--- config.mk ---
export PLATFORM = sky130hd
export DESIGN_NAME = cttp_sqrt_cell
export DESIGN_NICKNAME = d
export VERILOG_FILES = /design/src/hdl/cttp_pkg.sv /design/src/hdl/cttp_sqrt_cell.sv
export SDC_FILE = /design/constraint.sdc
export NUM_CORES = 1
export LEC_CHECK = 0
export BUFFER_PORTS_ARGS = -buffer_cell sky130_fd_sc_hd__buf_2
export CAP_MARGIN = 20
export CORE_AREA = 10 10 197 199
export DETAILED_ROUTE_END_ITERATION = 10
export DIE_AREA = 0 0 207 209
export RECOVER_POWER = 50
export SYNTH_ARGS = -nofsm -noshare
export SYNTH_HDL_FRONTEND = slang
export SYNTH_SLANG_ARGS = --single-unit
--- constraint.sdc ---
create_clock -name clk -period 1.13 [get_ports clk]
set_clock_uncertainty 0.1 [all_clocks]
set_input_delay 0.1695 -clock clk [delete_from_list [all_inputs] [get_ports clk]]
set_output_delay 0.1695 -clock clk [all_outputs]
set_load 0.02 [all_outputs]
--- src/hdl/cttp_pkg.sv ---
package cttp_pkg;

    localparam int COORD_BITS       = 12;
    localparam int RADIUS_FRAC_BITS = 4;

    localparam int DIFF_W   = COORD_BITS + 1;
    localparam int PROD_W   = 2 * DIFF_W;
    localparam int DET_W    = PROD_W + 1;
    localparam int SQ_W     = 2 * COORD_BITS;
    localparam int SDIF_W   = SQ_W + 1;
    localparam int SIDE_W   = PROD_W;
    localparam int PAIR_W   = 2 * SIDE_W;
    localparam int TRIP_W   = 3 * SIDE_W;
    localparam int CNUM_W   = SDIF_W + DIFF_W + 1;
    localparam int CEN_D_W  = DET_W + 1;
    localparam int RAD_D_W  = 2 * DET_W;
    localparam int RAD_N_W  = TRIP_W + 2 * RADIUS_FRAC_BITS;
    localparam int ROOT_W   = RAD_N_W / 2;
    localparam int SQ_REM_W = ROOT_W + 3;

    localparam int CENTER_W = 41;
    localparam int RADIUS_W = 44;
    localparam int IN_W     = 6 * COORD_BITS;
    localparam int OUT_W    = 128;

    typedef struct packed {
        logic [RAD_N_W-1:0] n;
        logic [RAD_D_W:0]   r;
        logic [RAD_D_W-1:0] d;
    } rad_div_t;

    typedef struct packed {
        logic [RAD_N_W-1:0] n;
        logic [CEN_D_W:0]   r;
        logic [CEN_D_W-1:0] d;
    } cen_div_t;

    typedef struct packed {
        rad_div_t rad;
        cen_div_t cx;
        cen_div_t cy;
        logic     sx;
        logic     sy;
        logic     deg;
    } div_t;

    typedef struct packed {
        logic [RAD_N_W-1:0]  n;
        logic [SQ_REM_W-1:0] rem;
        logic [ROOT_W-1:0]   root;
        logic [CENTER_W-1:0] qx;
        logic [CENTER_W-1:0] qy;
        logic                sx;
        logic                sy;
        logic                deg;
    } sq_t;

endpackage

--- src/hdl/cttp_sqrt_cell.sv ---
module cttp_sqrt_cell
(
    input  logic          clk,
    input  logic          rst_n,
    input  logic          en,
    input  logic          in_valid,
    input  cttp_pkg::sq_t in_data,
    output logic          out_valid,
    output cttp_pkg::sq_t out_data
);
    import cttp_pkg::*;

    logic vld_reg;
    sq_t  data_reg;
    sq_t  data_next;
    logic [SQ_REM_W-1:0] rem_sh;
    logic [SQ_REM_W-1:0] trial;
    logic                ge;

    always_comb
    begin
        data_next = in_data;
        rem_sh = {in_data.rem[SQ_REM_W-3:0], in_data.n[RAD_N_W-1 -: 2]};
        trial  = SQ_REM_W'({in_data.root, 2'b01});
        ge     = rem_sh >= trial;
        data_next.rem  = ge ? rem_sh - trial : rem_sh;
        data_next.root = {in_data.root[ROOT_W-2:0], ge};
        data_next.n    = {in_data.n[RAD_N_W-3:0], 2'b00};
    end

    always_ff @(posedge clk or negedge rst_n)
    begin
        if (!rst_n)
        begin
            vld_reg <= 1'b0;
        end
        else if (en)
        begin
            vld_reg <= in_valid;
        end
    end

    always_ff @(posedge clk)
    begin
        if (en)
        begin
            data_reg <= data_next;
        end
    end

    assign out_valid = vld_reg;
    assign out_data  = data_reg;

endmodule
==> results of run 1 <==
## cell type report
cell class,instances,area [sq um]
Tap cell,461,577
Inverter,58,238
Sequential cell,259,7770
Multi-Input combinational cell,433,4060
Clock buffer,32,737
Fill cell,2563,12800
Clock inverter,21,195
Antenna cell,3,7.51
Timing Repair Buffer,1003,8650
## per-stage QoR
stage / hold slack [ps] / utilization (%) / instances / setup slack, ps / TNS, ps
after floorplan: -226 / - / 779 / -1590 / -71410
after global placement: -156 / 46.1 / 1925 / -1970 / -89850
after CTS: 1.18 / 61.6 / 2258 / -1170 / -121550
after global routing: 160 / 63.4 / 2270 / -1250 / -133620
final: 158 / 63.4 / 2270 / -1190 / -118930
after detailed placement: -152 / 46.1 / 1925 / -2010 / -91380
## routing by layer
| metal | global-route usage (%) | up-vias |
|---|---|---|
| met5 | 0 | - |
| li1 | - | 4948 |
| met1 | 25.1 | 5254 |
| met4 | 8.48 | 10 |
| met2 | 41.8 | 517 |
| met3 | 6.92 | 100 |
## repair_timing
action                                 4_1_cts  5_1_grt
resized for setup                          475      179
pin swaps                                   29       58
hold buffers                               261        1
endpoints found under the hold margin      303        1
setup endpoints to repair                  306      431
gates cloned                                 2        3
buffers inserted                            18       10
## sequential cells by signal, indices dropped and copies added, names as in the netlist
register   flops
out_valid      1
out_data     258
## power by group through the flow
| stage | logic (W) | clock network [W] | registers [W] |
|---|---|---|---|
| floorplan | 0.00210 | 0 | 0.0133 |
| global placement | 0.00627 | 0 | 0.0121 |
| detailed placement | 0.00634 | 0 | 0.0121 |
| CTS | 0.00830 | 0.00966 | 0.0121 |
| global route | 0.00923 | 0.0101 | 0.0122 |
| finish | 0.00876 | 0.00947 | 0.0122 |
## tightest hold or removal path, stage by stage
cell     delay, ps
buf_2          110
ha_4           180
xnor2_1        120
mux2_4         130
## kinds of logic (layout without fill, tap and decap cells)
logic type               count (synthesis)  count (layout)  share of synthesized area, %
adder cells (fa/ha/maj)                 45              45                          4.94
multiplexers                            44              44                          5.54
other                                    1               5                        0.0329
buffers and inverters                   87            1114                          3.26
XOR/XNOR                                39              39                          3.00
AND/OR/NAND/NOR                        144             144                          6.21
flip-flops                             259             259                          68.3
AO/OA/AOI/OAI                          159             159                          8.76
## cells in the final DEF, fill, tap and decap left out, types with 31 or more instances in the layout
cell           Yosys  layout
clkbuf_1          22      51
edfxtp_1         258     258
dlygate4sd3_1      0     261
buf_4              2     201
inv_1             57      41
a21oi_1           57      34
buf_2              0     218
clkbuf_16          0      31
nand2_1           39      33
buf_6              5     252
mux2_4            37      37
## worst paths after layout
check,startpoint,endpoint,slack [ps]
min,in_data[135],out_data[137],160
max reg2reg,out_valid,out_valid,270
max in group asynchronous,rst_n,out_valid,420
min in group asynchronous,rst_n,out_valid,400
min reg2reg,out_valid,out_valid,440
max,in_data[118],out_data[143],-1190
==> flow_summary.yaml, run 1 <==
run_status:
  status: "finished with violations"
  violations: "negative setup slack"
yosys:
  synth_area_leaders: "edfxtp_1 (68%), ha_1 (4.9%), mux2_4 (4.9%)"
  synth_top_cell_area_share_pct: 68.0
  synth_cells: 778
  seq_area_frac_synth_pct: 68.3
  netlist_area_sq_mm: 0.0114
  yosysMostFrequentCell: "edfxtp_1"
  async_flop_share_pct: 0.386
  yosysTopAreaCell: "edfxtp_1"
  synth_edf_count: 258
  ys_seq_elements: 259
  yosys_warnings: 0
  yosys-top-cells-count: "edfxtp_1 (258), a21oi_1 (57), inv_1 (57), ha_1 (45), nand2_1 (39)"
  synth_flop_cell: "edfxtp_1"
  avgSynthCellArea_sq_um: 14.6
  synth.distinct_cells: 52
detailed_routing:
  top_layer_used: "met5"
  drc: 0
  wl_per_cell_microns: 23.8
  dr.pass1.iters: 5
  vias: 10829
  wl_met1_microns: 19400
  dr_wl_met3_microns: 4270
  vias_per_cell: 4.77
  ant_nets: 0
  wl_met2_microns: 28300
  first_iter_violations: 589
  wl_microns: 54000
place:
  place_area_sq_mm: 0.0162
  place.gp.congestion: 0.895
  place.detailed.hpwl_microns: 37200
  port_buffers: 520
critical_path:
  worst-path-stages: 15
  worst-path-buf-inv: 7
  slowest_delay_ps: 300
  cp_max_fo: 8
  critPathKind: "in2reg"
  cp_cell_sequence: "buf_2 -> inv_1 -> ha_4 -> buf_4 -> and3_1 -> buf_4 -> and2_4 -> a31oi_2 -> nand3_2 -> and2_4 -> a21oi_4 -> clkinv_4 -> buf_12 -> buf_12 -> mux2_4"
  slowest_stage: "mux2_4"
  critical_path.top_delay_family: "buffers and inverters"
  cp-start-kind: "primary input"
  required_ps: 1330
  arrival_ps: 2520
  r2r_cells: 1
  cp-end-kind: "register"
grt:
  grt-ovfl-total: 0
  grt_pass1_wl_microns: 76500
  grt_start_max_net_pins: 52
  antenna_found_initial: 9
  grt_pass1_vias: 11585
  grt_usage_pct: 23.2
cts:
  cts_buffers: 29
  clockBufferDepth: 3
  cts.htree.levels: 1
  cts.clk_slew.worst_paths_ps: 60
  clk_latency_ps: 540
  cts_tree: "built"
  root_buffer: "clkbuf_16"
  cts_sinks: 259
layout:
  area_growth_pct: 95.2
  final_area_sq_mm: 0.0222
  final_nets: 2093
  drive_gt1_share_pct: 49.9
power_and_ir_drop:
  vdd_drop_max_v: 0.00113
  p_per_area_mw_per_mm2: 1370
  power.share.clock_pct: 31.1
  pwr-share-comb_pct: 28.8
  switchingPower_w: 0.00867
  swShare_pct: 28.5
  cellLeakagePower_nw: 9.63
  finalPower_w: 0.0304
  power_frac_seq_pct: 40.0
  cell_internal_pwr_w: 0.0217
floorplan:
  num_rows: 69
  dieArea_sq_mm: 0.0433
  initial_utilization_pct: 32.5
  die_h_microns: 209
  die_x_microns: 207
  core_area_sq_mm: 0.0351
  pin_count: 525
hold_path:
  hold-path-cell-count: 4
  hp-class: "in2reg"
sta:
  max_freq_mhz: 431
  fin_ws_ps: -1190
  hold_viol_final: 0
  rsz0062_at_grt: "yes"
  drv_slew: 0
  period_needed_ps: 2320
  setup-violations-final: 363
  finalCritPeriodShare_pct: 206
run:
  max-cap-violations: 0
(Power assumes the default switching activity.)
==> inputs of run 2 (changes only) <==
--- a/config.mk
+++ b/config.mk
@@ -11,6 +11,8 @@
 export DETAILED_ROUTE_END_ITERATION = 10
 export DIE_AREA = 0 0 207 209
 export RECOVER_POWER = 50
+export SKIP_CTS_REPAIR_TIMING = 1
+export SLEW_MARGIN = 30
 export SYNTH_ARGS = -nofsm -noshare
 export SYNTH_HDL_FRONTEND = slang
 export SYNTH_SLANG_ARGS = --single-unit
==> flow_summary.yaml, run 2 (synthesis gave the netlist of run 1 again) <==
run_status:
  status: "finished with violations"
  violations: "negative setup slack"
floorplan:
  die_h_microns: 209
  core_area_sq_mm: 0.0351
  die_x_microns: 207
  dieArea_sq_mm: 0.0433
  initial_utilization_pct: 32.5
  pin_count: 525
  num_rows: 69
sta:
  hold_slack_ps: 16.1
  max_freq_mhz: 426
  period_needed_ps: 2350
  rsz0062_at_grt: "yes"
  hold_viol_final: 0
  tightest_slew_ps: 717
  max-slew-margin-rel_pct: 52.2
  drv_slew: 0
  setup_tns_ps: -124110
  finalCritPeriodShare_pct: 208
  fin_ws_ps: -1220
  setup-violations-final: 431
critical_path:
  cp_max_fo: 8
  cp-start-kind: "primary input"
  slowest_delay_ps: 300
  slowest_stage: "a311o_1"
  cpMostUsedCell: "a21o_1"
  r2r_cells: 1
  worst-path-buf-inv: 4
  cp-end-kind: "register"
  critical_path.top_delay_family: "compound AO/OA/AOI/OAI gates"
  worst-path-stages: 14
  required_ps: 1320
  critPathKind: "in2reg"
  reg2reg_setup_slack_ps: 280
  cp_cell_sequence: "buf_2 -> inv_2 -> ha_2 -> a21o_1 -> a21o_1 -> a21o_1 -> a311o_1 -> nor3_2 -> nand3_2 -> and2_4 -> a21oi_4 -> clkinv_4 -> clkbuf_16 -> mux2_4"
  arrival_ps: 2540
power_and_ir_drop:
  vdd_drop_max_v: 0.00133
  cellLeakagePower_nw: 9.57
  p_per_area_mw_per_mm2: 1380
detailed_routing:
  wl_per_cell_microns: 23.5
  wl_met2_microns: 27800
  top_layer_used: "met5"
  wl_microns: 53000
  dr.pass1.iters: 5
  dr_wl_met3_microns: 4280
  wl_met1_microns: 18900
  ant_nets: 0
  drc: 0
  vias: 10722
  vias_per_cell: 4.75
  first_iter_violations: 587
place:
  place.gp.congestion: 0.895
  placedCellCount: 1925
  place.detailed.hpwl_microns: 37200
  place_area_sq_mm: 0.0162
  port_buffers: 520
run:
  max-cap-violations: 0
layout:
  area_growth_pct: 91.6
  fin_cells: 2255
  mostFrequentLayoutCells: "buf_2 (294), dlygate4sd3_1 (258), edfxtp_1 (258), buf_6 (224), buf_4 (193)"
  n_fill_cell: 2593
  drive_gt1_share_pct: 51.9
  largest_reg_flops: 258
  final_area_sq_mm: 0.0218
  final_nets: 2076
  final_common_cell: "buf_2"
grt:
  grt_pass1_vias: 9589
  grt-ovfl-total: 0
  grt_start_max_net_pins: 52
  grt_usage_pct: 19.7
  grt_pass1_wl_microns: 64100
  antenna_found_initial: 10
cts:
  cts_sinks: 259
  cts_tree: "built"
  root_buffer: "clkbuf_16"
  clk_latency_ps: 540
  cts_buffers: 29
  clockBufferDepth: 3
  cts.clk_slew.worst_paths_ps: 70
  cts.htree.levels: 1
hold_path:
  hp-class: "in2reg"
  hold-path-cell-count: 4
[run 2: cell types whose count changed in the layout (fill, tap and decap cells not counted), sizes merged]
| cell | before | now |
|---|---|---|
| dlygate4sd3 | 261 | 258 |
| diode | 3 | 5 |
| clkbuf | 85 | 42 |
| buf | 688 | 718 |
| clkdlybuf4s25 | 1 | 0 |
[run 2: cell type report]
cell class	count	area (sq um)	area share, %
repair buffers	986	8260	37.9
flip-flops and latches	259	7770	35.6
multi-input cells	433	4030	18.5
clock buffers	32	737	3.38
well taps	461	577	2.64
inverters	58	235	1.08
clock inverters	21	195	0.894
diodes	5	12.5	0.0573
[run 2: path summary, 6_finish.rpt]
kind	startpoint	endpoint
max reg2reg	out_valid	out_valid
min in group asynchronous	rst_n	out_valid
min	in_data[140]	out_data[142]
min reg2reg	out_valid	out_valid
max in group asynchronous	rst_n	out_valid
max	in_data[113]	out_data[144]
[run 2: report_power, final]
part           leakage, nW  internal (W)  switching [W]
Clock                0.451       0.00540        0.00402
Sequential            2.54        0.0117       0.000467
Combinational         6.58       0.00446        0.00405
[run 2: worst min-delay path, delay by kind of cell]
family / cells / cell delay [ps]
AOI/OAI and AO/OA: 1 / 120
buffers and inverters: 2 / 230
and+or+nand+nor: 1 / 40
[run 2: layer usage]
metal  global-route usage [%]  vias up
li1                         -     4918
met5                        0        -
met1                     21.5     5217
met2                     35.3      473
met3                     7.11      102
met4                     5.03       12
[run 2: through the flow]
step / setup WS (ps) / utilization, % / power (W)
after detailed placement: -2010 / 46.1 / 0.0184
after global placement: -1970 / 46.1 / 0.0184
final: -1220 / 62.3 / 0.0301
after floorplan: -1590 / - / 0.0154
after CTS: -1440 / 48.8 / 0.0279
after global routing: -1290 / 62.2 / 0.0312
