`src/hdl/cttp_pkg.sv`:
```
package cttp_pkg;

    localparam int COORD_BITS       = 12;
    localparam int RADIUS_FRAC_BITS = 4;

    localparam int DIFF_W   = COORD_BITS + 1;
    localparam int PROD_W   = 2 * DIFF_W;
    localparam int DET_W    = PROD_W + 1;
    localparam int SQ_W     = 2 * COORD_BITS;
    localparam int SDIF_W   = SQ_W + 1;
    localparam int SIDE_W   = PROD_W;
    localparam int PAIR_W   = 2 * SIDE_W;
    localparam int TRIP_W   = 3 * SIDE_W;
    localparam int CNUM_W   = SDIF_W + DIFF_W + 1;
    localparam int CEN_D_W  = DET_W + 1;
    localparam int RAD_D_W  = 2 * DET_W;
    localparam int RAD_N_W  = TRIP_W + 2 * RADIUS_FRAC_BITS;
    localparam int ROOT_W   = RAD_N_W / 2;
    localparam int SQ_REM_W = ROOT_W + 3;

    localparam int CENTER_W = 41;
    localparam int RADIUS_W = 44;
    localparam int IN_W     = 6 * COORD_BITS;
    localparam int OUT_W    = 128;

    typedef struct packed {
        logic [RAD_N_W-1:0] n;
        logic [RAD_D_W:0]   r;
        logic [RAD_D_W-1:0] d;
    } rad_div_t;

    typedef struct packed {
        logic [RAD_N_W-1:0] n;
        logic [CEN_D_W:0]   r;
        logic [CEN_D_W-1:0] d;
    } cen_div_t;

    typedef struct packed {
        rad_div_t rad;
        cen_div_t cx;
        cen_div_t cy;
        logic     sx;
        logic     sy;
        logic     deg;
    } div_t;

    typedef struct packed {
        logic [RAD_N_W-1:0]  n;
        logic [SQ_REM_W-1:0] rem;
        logic [ROOT_W-1:0]   root;
        logic [CENTER_W-1:0] qx;
        logic [CENTER_W-1:0] qy;
        logic                sx;
        logic                sy;
        logic                deg;
    } sq_t;

endpackage

```
`src/hdl/cttp_div_cell.sv`:
```
module cttp_div_cell
(
    input  logic           clk,
    input  logic           rst_n,
    input  logic           en,
    input  logic           in_valid,
    input  cttp_pkg::div_t in_data,
    output logic           out_valid,
    output cttp_pkg::div_t out_data
);
    import cttp_pkg::*;

    logic   vld_reg;
    div_t   data_reg;
    div_t   data_next;
    logic [RAD_D_W:0] rad_sh;
    logic [CEN_D_W:0] cx_sh, cy_sh;
    logic             rad_ge, cx_ge, cy_ge;

    always_comb
    begin
        data_next = in_data;
        rad_sh = {in_data.rad.r[RAD_D_W-1:0], in_data.rad.n[RAD_N_W-1]};
        cx_sh  = {in_data.cx.r[CEN_D_W-1:0], in_data.cx.n[RAD_N_W-1]};
        cy_sh  = {in_data.cy.r[CEN_D_W-1:0], in_data.cy.n[RAD_N_W-1]};
        rad_ge = rad_sh >= {1'b0, in_data.rad.d};
        cx_ge  = cx_sh >= {1'b0, in_data.cx.d};
        cy_ge  = cy_sh >= {1'b0, in_data.cy.d};
        data_next.rad.r = rad_ge ? rad_sh - {1'b0, in_data.rad.d} : rad_sh;
        data_next.cx.r  = cx_ge ? cx_sh - {1'b0, in_data.cx.d} : cx_sh;
        data_next.cy.r  = cy_ge ? cy_sh - {1'b0, in_data.cy.d} : cy_sh;
        data_next.rad.n = {in_data.rad.n[RAD_N_W-2:0], rad_ge};
        data_next.cx.n  = {in_data.cx.n[RAD_N_W-2:0], cx_ge};
        data_next.cy.n  = {in_data.cy.n[RAD_N_W-2:0], cy_ge};
    end

    always_ff @(posedge clk or negedge rst_n)
    begin
        if (!rst_n)
        begin
            vld_reg <= 1'b0;
        end
        else if (en)
        begin
            vld_reg <= in_valid;
        end
    end

    always_ff @(posedge clk)
    begin
        if (en)
        begin
            data_reg <= data_next;
        end
    end

    assign out_valid = vld_reg;
    assign out_data  = data_reg;

endmodule

```
`config.mk`:
```
export PLATFORM = sky130hd
export DESIGN_NAME = cttp_div_cell
export DESIGN_NICKNAME = d
export VERILOG_FILES = /design/src/hdl/cttp_pkg.sv /design/src/hdl/cttp_div_cell.sv
export SDC_FILE = /design/constraint.sdc
export NUM_CORES = 1
export LEC_CHECK = 0
export ABC_CLOCK_PERIOD_IN_PS = 1000
export BUFFER_PORTS_ARGS = -buffer_cell sky130_fd_sc_hd__buf_2
export CORE_AREA = 2 2 380 382
export DETAILED_ROUTE_END_ITERATION = 16
export DIE_AREA = 0 0 382 384
export HOLD_SLACK_MARGIN = 0.06
export PLACE_DENSITY = 0.39
export REMOVE_ABC_BUFFERS = 1
export SYNTH_ARGS = -nofsm -noshare
export SYNTH_HDL_FRONTEND = slang
export SYNTH_SLANG_ARGS = --single-unit
```
`constraint.sdc`:
```
create_clock -name clk -period 1 [get_ports clk]
set_clock_uncertainty 0.05 [all_clocks]
set_input_delay 0.1 -clock clk [delete_from_list [all_inputs] [get_ports clk]]
set_output_delay 0.1 -clock clk [all_outputs]
set_load 0.01 [all_outputs]
```
==> results.md, run 1 <==
* Outcome: complete, but fails checks
* Violated checks: negative hold slack, negative setup slack
* Syn Inst Count at between 1500 and 2000
* Pin count of the biggest net entering global routing at a little over 40
* Top FF cell, synth: edfxtp_1
* Layout Nets at 4480
* Mapped Area at ~0.022 mm²
* DRT antenna net count at 0
* Count of final setup violators at approximately 1100
* CTS Buf Count at 60
* Async set-reset flop share out of synthesis at 0.206%
* DP HPWL at 85.5 mm
* Number of global-route vias before repair at approximately 23000
* Post-synth cell types at 72
* Final Core Density at a little under a third
* WHS at -401 ps
* Avg Synthesized Cell Area at between 10 and 15 µm²
* IO Pins at 973
* DR vias/cell at around 3.8
* Flops & latches, synth at just under 500
* Leak pwr at around 20 nW
* # Max-Cap Violations at 0
* Max clock buf depth at 3
* Sequential fraction of the synthesis area at roughly two thirds
* Share of layout cells above drive strength 1 at around 50%
* Height of the die at 384 µm
* Clock-pin slew on the worst setup and hold paths at approximately 60 ps
* RSZ-0062 raised after global routing: yes
* Vias at around 22000
* PortBufs at approximately 970
* Fill count at 14700
* CP cell instances: buf_8 -> inv_6 -> ha_4 -> nand2b_4 -> a211o_4 -> a211oi_4 -> o311a_4 -> o21ai_4 -> o41ai_4 -> a31oi_4 -> buf_6 -> o21a_4 -> mux2_4
* Fmax at 412 MHz
* Final WL at around 110 mm
* DRT Pass-1 Iters at 5
* Max-slew violation count at 0
* First DRT Iteration DRCs at 750
* Grt total ovfl at 0
* Placer Congestion at roughly 0.81
* Worst-Margin Slew at ~480 ps
* Post-Layout Cell Count at a little under 6000
* Critical path's top delay family: compound AO/OA/AOI/OAI gates
* Final TNS setup at -434960 ps
* WP buf/inv at 3
* CTS H-tree lvls at 2
* Post-synth EDFFs at about 480
* Worst-path maximum fanout at 6
* Type of origin of the critical path: input pin
* Total of warnings raised by yosys at 0
* Placed insts at ~5000
* Required @ worst endpoint at 1350 ps
* Die width at around 380 µm
* Die area at around 0.15 mm²
* Max IR drop VDD at around 1200 µV
* Row Count at roughly 140
* Initial antenna violation count at 25
* WL/cell at around 19 µm
* Worst path max stage delay at approximately 370 ps
* Hold/Removal Path Class: in2reg
* Drt drc at 0
* Clock root buffer: clkbuf_16
* Crit path max-delay cell type: o41ai_4
* TritonCTS clock tree: yes
* Final period util at 242%
* Worst-Skew Late Latency at 640 ps
* Pwr dens at between 1000 and 1500 mW/mm²
* Clk sinks at 485
* Minimum clock period at between 2000 and 2500 ps
* Critical path capture point type: flip-flop
* Critical Path AT at 2770 ps
* Smallest setup slack after layout at -1420 ps
* Power, Total at about 0.065 W
* Kind of critical path: in2reg
* Synthesis-to-layout area growth at 105%
* Initial Utilization at roughly 15%
* Final hold violations at 17
* GRT Total Usage at 14.3%
* Core area at 0.143 mm²
* Global-route wire length before repair at between 150 and 200 mm
* Relative slew slack at between 60% and 70%
## cell type report
class                           instances  area, µm²  share of cell area (%)
Sequential cell                       485      14600                    32.3
Tap cell                             1903       2380                    5.28
Clock inverter                         41        349                   0.774
Clock buffer                           71       1540                    3.42
Multi-Input combinational cell        987       8580                    19.0
Inverter                              149        607                    1.35
Timing Repair Buffer                 2196      17100                    37.8
Antenna cell                            7       17.5                  0.0389
## registers in the layout, indices dropped and copies added, names as in the netlist
| signal | cells |
|---|---|
| out_data | 484 |
| out_valid | 1 |
## timing repair
item | CTS | global route
resized for setup | 446 | 307
endpoints found under the setup margin | 601 | 1081
hold buffers | 630 | 23
setup buffers | 51 | 32
cloned | 12 | 4
hold endpoints to repair | 821 | 45
pin swaps | 114 | 96
## synth_stat cells, types with 13 or more instances
| cell type | count | area [µm²] |
|---|---|---|
| nand2_1 | 133 | 499 |
| a21o_1 | 62 | 465 |
| nor3_1 | 17 | 85.1 |
| nand4_1 | 21 | 131 |
| inv_1 | 149 | 559 |
| a211oi_1 | 13 | 97.6 |
| nand2b_1 | 15 | 93.8 |
| mux2_2 | 14 | 158 |
| xor2_1 | 43 | 377 |
| o21ai_1 | 16 | 80.1 |
| o21ai_0 | 114 | 571 |
| ha_1 | 110 | 1380 |
| nor2_1 | 74 | 278 |
| nand3_1 | 27 | 135 |
| edfxtp_1 | 484 | 14500 |
| a21oi_1 | 121 | 606 |
| xnor2_1 | 55 | 482 |
| clkbuf_1 | 30 | 113 |
## cells by family (layout without fill, tap and decap cells)
logic type	after synthesis	in the layout	synth area share [%]
flops	485	485	66.1
simple gates	339	339	7.15
mux	19	19	0.966
buf+inv	195	2457	3.57
compound gates	417	418	11.8
fa+ha+maj	113	113	6.52
xor+xnor	98	98	3.90
other cells	0	7	0
## cell usage in the layout (no fill, tap or decap), types with 13 or more instances in the layout
| master | instances |
|---|---|
| buf_4 | 513 |
| a21oi_2 | 30 |
| nand2_1 | 86 |
| o21ai_0 | 41 |
| o21ai_1 | 40 |
| buf_2 | 859 |
| clkinv_2 | 13 |
| edfxtp_1 | 484 |
| clkinv_1 | 14 |
| nand2_2 | 23 |
| nand2_4 | 24 |
| ha_1 | 62 |
| nor2_4 | 20 |
| a21oi_1 | 86 |
| o21ai_2 | 40 |
| clkbuf_16 | 65 |
| buf_8 | 18 |
| nand4_1 | 21 |
| xor2_1 | 40 |
| buf_6 | 123 |
| dlygate4sd3_1 | 647 |
| xnor2_1 | 53 |
| a21o_1 | 61 |
| inv_2 | 17 |
| ha_4 | 44 |
| inv_1 | 118 |
| buf_12 | 28 |
| mux2_4 | 13 |
| nand3_1 | 25 |
| nor2_1 | 49 |
## through the flow
step	instance area (µm²)	worst slack (ps)
5_1_grt	45100	-1440
6_report	45100	-1420
2_1_floorplan	21800	-3280
3_5_place_dp	33000	-2630
4_1_cts	43500	-1480
3_3_place_gp	33000	-2580
## where the power goes
part | switching (W) | leakage, nW | internal (W)
logic | 0.00864 | 14.0 | 0.00958
registers | 0.000852 | 4.75 | 0.0248
clock network | 0.00933 | 0.908 | 0.0120
total | 0.0188 | 19.6 | 0.0464
## final timing paths
path	to	startpoint	cells after the start	slack, ps
setup reg to reg	out_valid	out_valid	1	210
hold reg to reg	out_valid	out_valid	1	460
setup / recovery	out_data[344]	in_data[290]	13	-1420
min in group asynchronous	out_valid	rst_n	3	250
hold / removal	out_data[290]	in_data[290]	1	-400
max in group asynchronous	out_valid	rst_n	3	550
## layer usage
metal | global-route usage [%] | share of wire [%] | wire length (µm) | vias to the layer above
met1 | 16.5 | 40 | 44100 | 10700
met3 | 4.65 | 7.9 | 8760 | 116
met5 | 0 | 0.11 | 124 | -
met4 | 2.58 | 1.7 | 1890 | 20
met2 | 25.8 | 51 | 56500 | 688
li1 | - | - | - | 10600
(Power assumes the default switching activity.)
==> run 2: changes to the inputs <==
- SKIP_LAST_GASP: unset -> 1
==> results.md, run 2 (synthesis gave the netlist of run 1 again) <==
* Most frequent cells in the layout: 858 x buf_2, 649 x dlygate4sd3_1, 510 x buf_4 (was 859 x buf_2, 647 x dlygate4sd3_1, 513 x buf_4)
* GRT Total Usage at 14.3% (about the same)
* DRT antenna net count at 0 (unchanged)
* CTS Buf Count at 60 (unchanged)
* Height of the die at 384 µm (unchanged)
* Smallest setup slack after layout at -1440 ps (was -1420 ps)
* Die width at 382 µm (unchanged)
* GR peak layer: met2 (unchanged)
* Critical Path AT at 2790 ps (was 2770 ps)
* DRT Pass-1 Iters at 5 (unchanged)
* WP buf/inv at 3 (unchanged)
* Clock root buffer: clkbuf_16 (unchanged)
* Fill count at 14700 (about the same)
* WHS at -402 ps (was -401 ps)
* # Max-Cap Violations at 0 (unchanged)
* Synthesis-to-layout area growth at 106% (was 105%)
* Placer Congestion at 0.807 (unchanged)
* Final Core Density at 31.8% (was 31.6%)
* Final WL at 113 mm (was 111 mm)
* Required @ worst endpoint at 1350 ps (about the same)
* Outcome: complete, but fails checks (unchanged)
* Drt drc at 0 (unchanged)
* Violated checks: negative hold slack, negative setup slack (unchanged)
* IO Pins at 973 (unchanged)
* PortBufs at 969 (unchanged)
* Vias at 22200 (about the same)
* Fin area at 0.0453 mm² (was 0.0451 mm²)
* Worst path max stage delay at 370 ps (about the same)
* Critical path's top delay family: compound AO/OA/AOI/OAI gates (unchanged)
* Pwr dens at 1440 mW/mm² (was 1450 mW/mm²)
* CP cell instances: buf_8 -> inv_6 -> ha_4 -> nand2b_4 -> a211o_4 -> a211oi_4 -> o311a_4 -> o21ai_4 -> o41ai_4 -> a31oi_4 -> buf_6 -> o21a_4 -> mux2_4 (unchanged)
* Final TNS setup at -446950 ps (was -434960 ps)
* DR vias/cell at 3.80 (about the same)
* Initial antenna violation count at 25 (unchanged)
* Number of global-route vias before repair at 23400 (was 23500)
* Clock-pin slew on the worst setup and hold paths at 60 ps (about the same)
* Placed cell areas at 0.0330 mm² (unchanged)
* Final hold violations at 15 (was 17)
* Max clock buf depth at 3 (unchanged)
* Leak pwr at 19.7 nW (was 19.6 nW)
* Pin count of the biggest net entering global routing at 41 (unchanged)
* Worst-Margin Slew at 507 ps (was 482 ps)
* First DRT Iteration DRCs at 884 (was 750)
* Kind of critical path: in2reg (unchanged)
* Fmax at 411 MHz (was 412 MHz)
* Type of origin of the critical path: input pin (unchanged)
* Dpl ws at -2630 ps (unchanged)
* Grt total ovfl at 0 (unchanged)
* Grt met3 use at 4.65% (unchanged)
* Critical path capture point type: flip-flop (unchanged)
* Max IR drop VDD at 1180 µV (about the same)
* WL/cell at 19.2 µm (was 19.1 µm)
* Die area at 0.147 mm² (unchanged)
* Minimum clock period at 2440 ps (was 2420 ps)
* Max reg flops at 484 (unchanged)
* Core area at 0.143 mm² (unchanged)
* Commonest non-fill, non-tap cell in the layout: buf_2 (unchanged)
* Initial Utilization at 15.4% (unchanged)
* Worst-path maximum fanout at 5 (was 6)
* Hold/Removal Path Class: in2reg (unchanged)
* Row Count at 139 (unchanged)
* Clk sinks at 485 (unchanged)
* Global-route wire length before repair at 155 mm (about the same)
* Share of layout cells above drive strength 1 at 50.4% (was 50.0%)
* Max-slew violation count at 0 (unchanged)
* DP HPWL at 85.5 mm (unchanged)
* Final period util at 244% (was 242%)
* Worst-Skew Late Latency at 640 ps (about the same)
* Count of final setup violators at 1082 (unchanged)
* Met1 GRT Util at 16.5% (about the same)
* GR Layer Usage met2 at 25.7% (was 25.8%)
* CTS H-tree lvls at 2 (unchanged)
* TritonCTS clock tree: yes (unchanged)
* Layout Nets at 4489 (was 4480)
* RSZ-0062 raised after global routing: yes (unchanged)
* Crit path max-delay cell type: o41ai_4 (unchanged)
* Relative slew slack at 66.1% (was 67.7%)
==> run 2: worst paths after layout <==
check / cells after the start / start / slack (ps) / to
setup / recovery: 13 / in_data[290] / -1440 / out_data[344]
hold / removal: 1 / in_data[290] / -400 / out_data[290]
setup reg to reg: 1 / out_valid / 210 / out_valid
hold reg to reg: 1 / out_valid / 460 / out_valid
max in group asynchronous: 3 / rst_n / 550 / out_valid
min in group asynchronous: 3 / rst_n / 250 / out_valid
==> run 2: cell type report <==
class	count	area, µm²	area share (%)
diodes	7	17.5	0.0386
clock buffers	71	1540	3.40
clock inverters	41	349	0.770
flip-flops and latches	485	14600	32.1
repair buffers	2204	17200	37.9
inverters	149	609	1.34
multi-input cells	988	8700	19.2
well taps	1903	2380	5.25
==> run 2: through the flow <==
step | power, W | std cells
floorplan | 0.0308 | 1620
global placement | 0.0393 | 4991
detailed placement | 0.0392 | 4991
CTS | 0.0650 | 5791
global route | 0.0685 | 5845
finish | 0.0655 | 5848
==> run 2: layer usage <==
| metal | vias to the layer above | wire, µm |
|---|---|---|
| met3 | 116 | 8650 |
| met5 | - | 124 |
| met1 | 10800 | 44400 |
| li1 | 10600 | - |
| met2 | 680 | 57500 |
| met4 | 20 | 1930 |
==> run 2: what timing repair did <==
action	4_1_cts	5_1_grt
buffers inserted	51	33
pin swaps	111	111
hold buffers	632	25
setup endpoints to repair	601	1081
cloned	12	12
resized for setup	425	352
hold endpoints to repair	821	44
==> run 2: power breakdown <==
part | switching [W] | internal [W] | total, W
clock | 0.00934 | 0.0120 | 0.0214
sequential | 0.000854 | 0.0248 | 0.0257
combinational | 0.00873 | 0.00971 | 0.0184
total | 0.0189 | 0.0466 | 0.0655
==> run 3: changes to the inputs <==
- CORE_AREA: 2 2 380 382 -> 2 2 379 381
- DIE_AREA: 0 0 382 384 -> 0 0 381 383
- TNS_END_PERCENT: unset -> 1
==> results.md, run 3 (synthesis gave the netlist of run 1 again) <==
* Synthesis-to-layout area growth at 100% (was 106%)
* Global-route wire length before repair at 157 mm (was 155 mm)
* Max IR drop VDD at 1360 µV (was 1180 µV)
* # Max-Cap Violations at 0 (unchanged)
* Count of final setup violators at 1086 (was 1082)
* Clock root buffer: clkbuf_16 (unchanged)
* Hold/Removal Path Class: in2reg (unchanged)
* WHS at -407 ps (was -402 ps)
* Critical path's top delay family: compound AO/OA/AOI/OAI gates (unchanged)
* DRT antenna net count at 0 (unchanged)
* Type of origin of the critical path: input pin (unchanged)
* Max reg flops at 484 (unchanged)
* Placed insts at 4967 (was 4991)
* TritonCTS clock tree: yes (unchanged)
* DP HPWL at 86.8 mm (was 85.5 mm)
* Fmax at 406 MHz (was 411 MHz)
* Clk sinks at 485 (unchanged)
* Worst path max stage delay at 450 ps (was 370 ps)
* Area taken by multi-input logic gates at 0.00790 mm² (was 0.00870 mm²)
* Critical path capture point type: flip-flop (unchanged)
* Die area at 0.146 mm² (was 0.147 mm²)
* Layout Nets at 4488 (was 4489)
* Relative slew slack at 52.1% (was 66.1%)
* Clock-pin slew on the worst setup and hold paths at 60 ps (about the same)
* Pwr dens at 1480 mW/mm² (was 1440 mW/mm²)
* IO Pins at 973 (unchanged)
* Post-Layout Cell Count at 5856 (was 5848)
* Worst-Margin Slew at 716 ps (was 507 ps)
* Required @ worst endpoint at 1340 ps (was 1350 ps)
* WP buf/inv at 5 (was 3)
* Crit path max-delay cell type: a2111oi_4 (was o41ai_4)
* Most frequent cells in the layout: 938 x buf_2, 727 x dlygate4sd3_1, 484 x edfxtp_1 (was 858 x buf_2, 649 x dlygate4sd3_1, 510 x buf_4)
* Drt drc at 0 (unchanged)
* Worst-path maximum fanout at 4 (was 5)
* Commonest non-fill, non-tap cell in the layout: buf_2 (unchanged)
* Final period util at 246% (was 244%)
* Grt total ovfl at 0 (unchanged)
* Max clock buf depth at 3 (unchanged)
* Violated checks: negative hold slack, negative setup slack (unchanged)
* CTS Buf Count at 61 (was 60)
* Worst-Skew Late Latency at 660 ps (was 640 ps)
* Kind of critical path: in2reg (unchanged)
* Vias at 22000 (was 22200)
* Fill count at 14800 (was 14700)
* Die width at 381 µm (was 382 µm)
* Final WL at 112 mm (was 113 mm)
* Top cell by count, worst path: buf_12
* CP cell instances: buf_12 -> inv_4 -> ha_4 -> and2_4 -> and3_4 -> buf_4 -> a2111oi_4 -> o21ai_2 -> o21ai_4 -> o41ai_4 -> a31oi_2 -> o21a_4 -> buf_12 -> buf_6 -> mux2_4 (was buf_8 -> inv_6 -> ha_4 -> nand2b_4 -> a211o_4 -> a211oi_4 -> o311a_4 -> o21ai_4 -> o41ai_4 -> a31oi_4 -> buf_6 -> o21a_4 -> mux2_4)
* Core area at 0.142 mm² (was 0.143 mm²)
* Initial antenna violation count at 44 (was 25)
* Pin count of the biggest net entering global routing at 37 (was 41)
* Placer Congestion at 0.841 (was 0.807)
* Smallest setup slack after layout at -1460 ps (was -1440 ps)
* Max-slew violation count at 0 (unchanged)
* First DRT Iteration DRCs at 829 (was 884)
* Number of global-route vias before repair at 23400 (about the same)
* Leak pwr at 19.1 nW (was 19.7 nW)
* CTS H-tree lvls at 2 (unchanged)
* WL/cell at 19.1 µm (was 19.2 µm)
* RSZ-0062 raised after global routing: yes (unchanged)
* Dpl ws at -3240 ps (was -2630 ps)
* Height of the die at 383 µm (was 384 µm)
* GRT Total Usage at 14.6% (was 14.3%)
* Row Count at 139 (unchanged)
* Critical Path AT at 2800 ps (was 2790 ps)
* Share of layout cells above drive strength 1 at 45.4% (was 50.4%)
* Sequential cell area at 0.0146 mm² (unchanged)
* DR vias/cell at 3.76 (was 3.80)
* DRT Pass-1 Iters at 5 (unchanged)
* PortBufs at 969 (unchanged)
* Outcome: complete, but fails checks (unchanged)
* Initial Utilization at 15.5% (was 15.4%)
* Minimum clock period at 2460 ps (was 2440 ps)
* Final hold violations at 13 (was 15)
run 3: power breakdown:
group	internal [W]	leakage, nW	switching [W]
Clock	0.0131	0.992	0.00960
Combinational	0.00867	13.4	0.00825
Sequential	0.0248	4.75	0.000699
run 3: cell type report:
class,instances,share of cell area (%)
repair buffers,2204,37.6
diodes,15,0.0851
inverters,149,1.33
well taps,1903,5.40
clock buffers,71,3.55
flip-flops and latches,485,33.0
multi-input cells,986,17.9
clock inverters,43,1.09
run 3: worst paths after layout:
check | startpoint | to | slack [ps] | cells after the start
max in group asynchronous | rst_n | out_valid | 590 | 3
min in group asynchronous | rst_n | out_valid | 210 | 3
min | in_data[147] | out_data[147] | -410 | 1
max reg2reg | out_valid | out_valid | 210 | 1
min reg2reg | out_valid | out_valid | 460 | 1
max | in_data[310] | out_data[344] | -1460 | 15
run 3: layer usage:
metal	global-route usage [%]	wire length, µm	up-vias	share of wire [%]
li1	-	-	10600	-
met1	16.3	43200	10400	39
met2	25.3	54800	768	49
met3	6.00	10700	164	9.6
met4	4.28	3270	24	2.9
met5	0	163	-	0.15
run 3: stage by stage:
step | setup TNS [ps] | power [W] | cell area, µm² | utilization (%) | hold WS (ps)
CTS | -530190 | 0.0651 | 42400 | 29.8 | -482
detailed placement | -338870 | 0.0393 | 32800 | 23.1 | -173
finish | -489680 | 0.0651 | 44100 | 31.0 | -407
global route | -546150 | 0.0683 | 44100 | 31.0 | -460
floorplan | -268820 | 0.0308 | 21800 | - | -246
global placement | -340470 | 0.0393 | 32800 | 23.1 | -174
run 3: repair_timing:
item	4_1_cts	5_1_grt
endpoints found under the setup margin	601	1086
cloned	2	5
pin swaps	18	103
buffers inserted	11	21
resized for setup	68	275
hold endpoints to repair	890	41
hold buffers	710	25
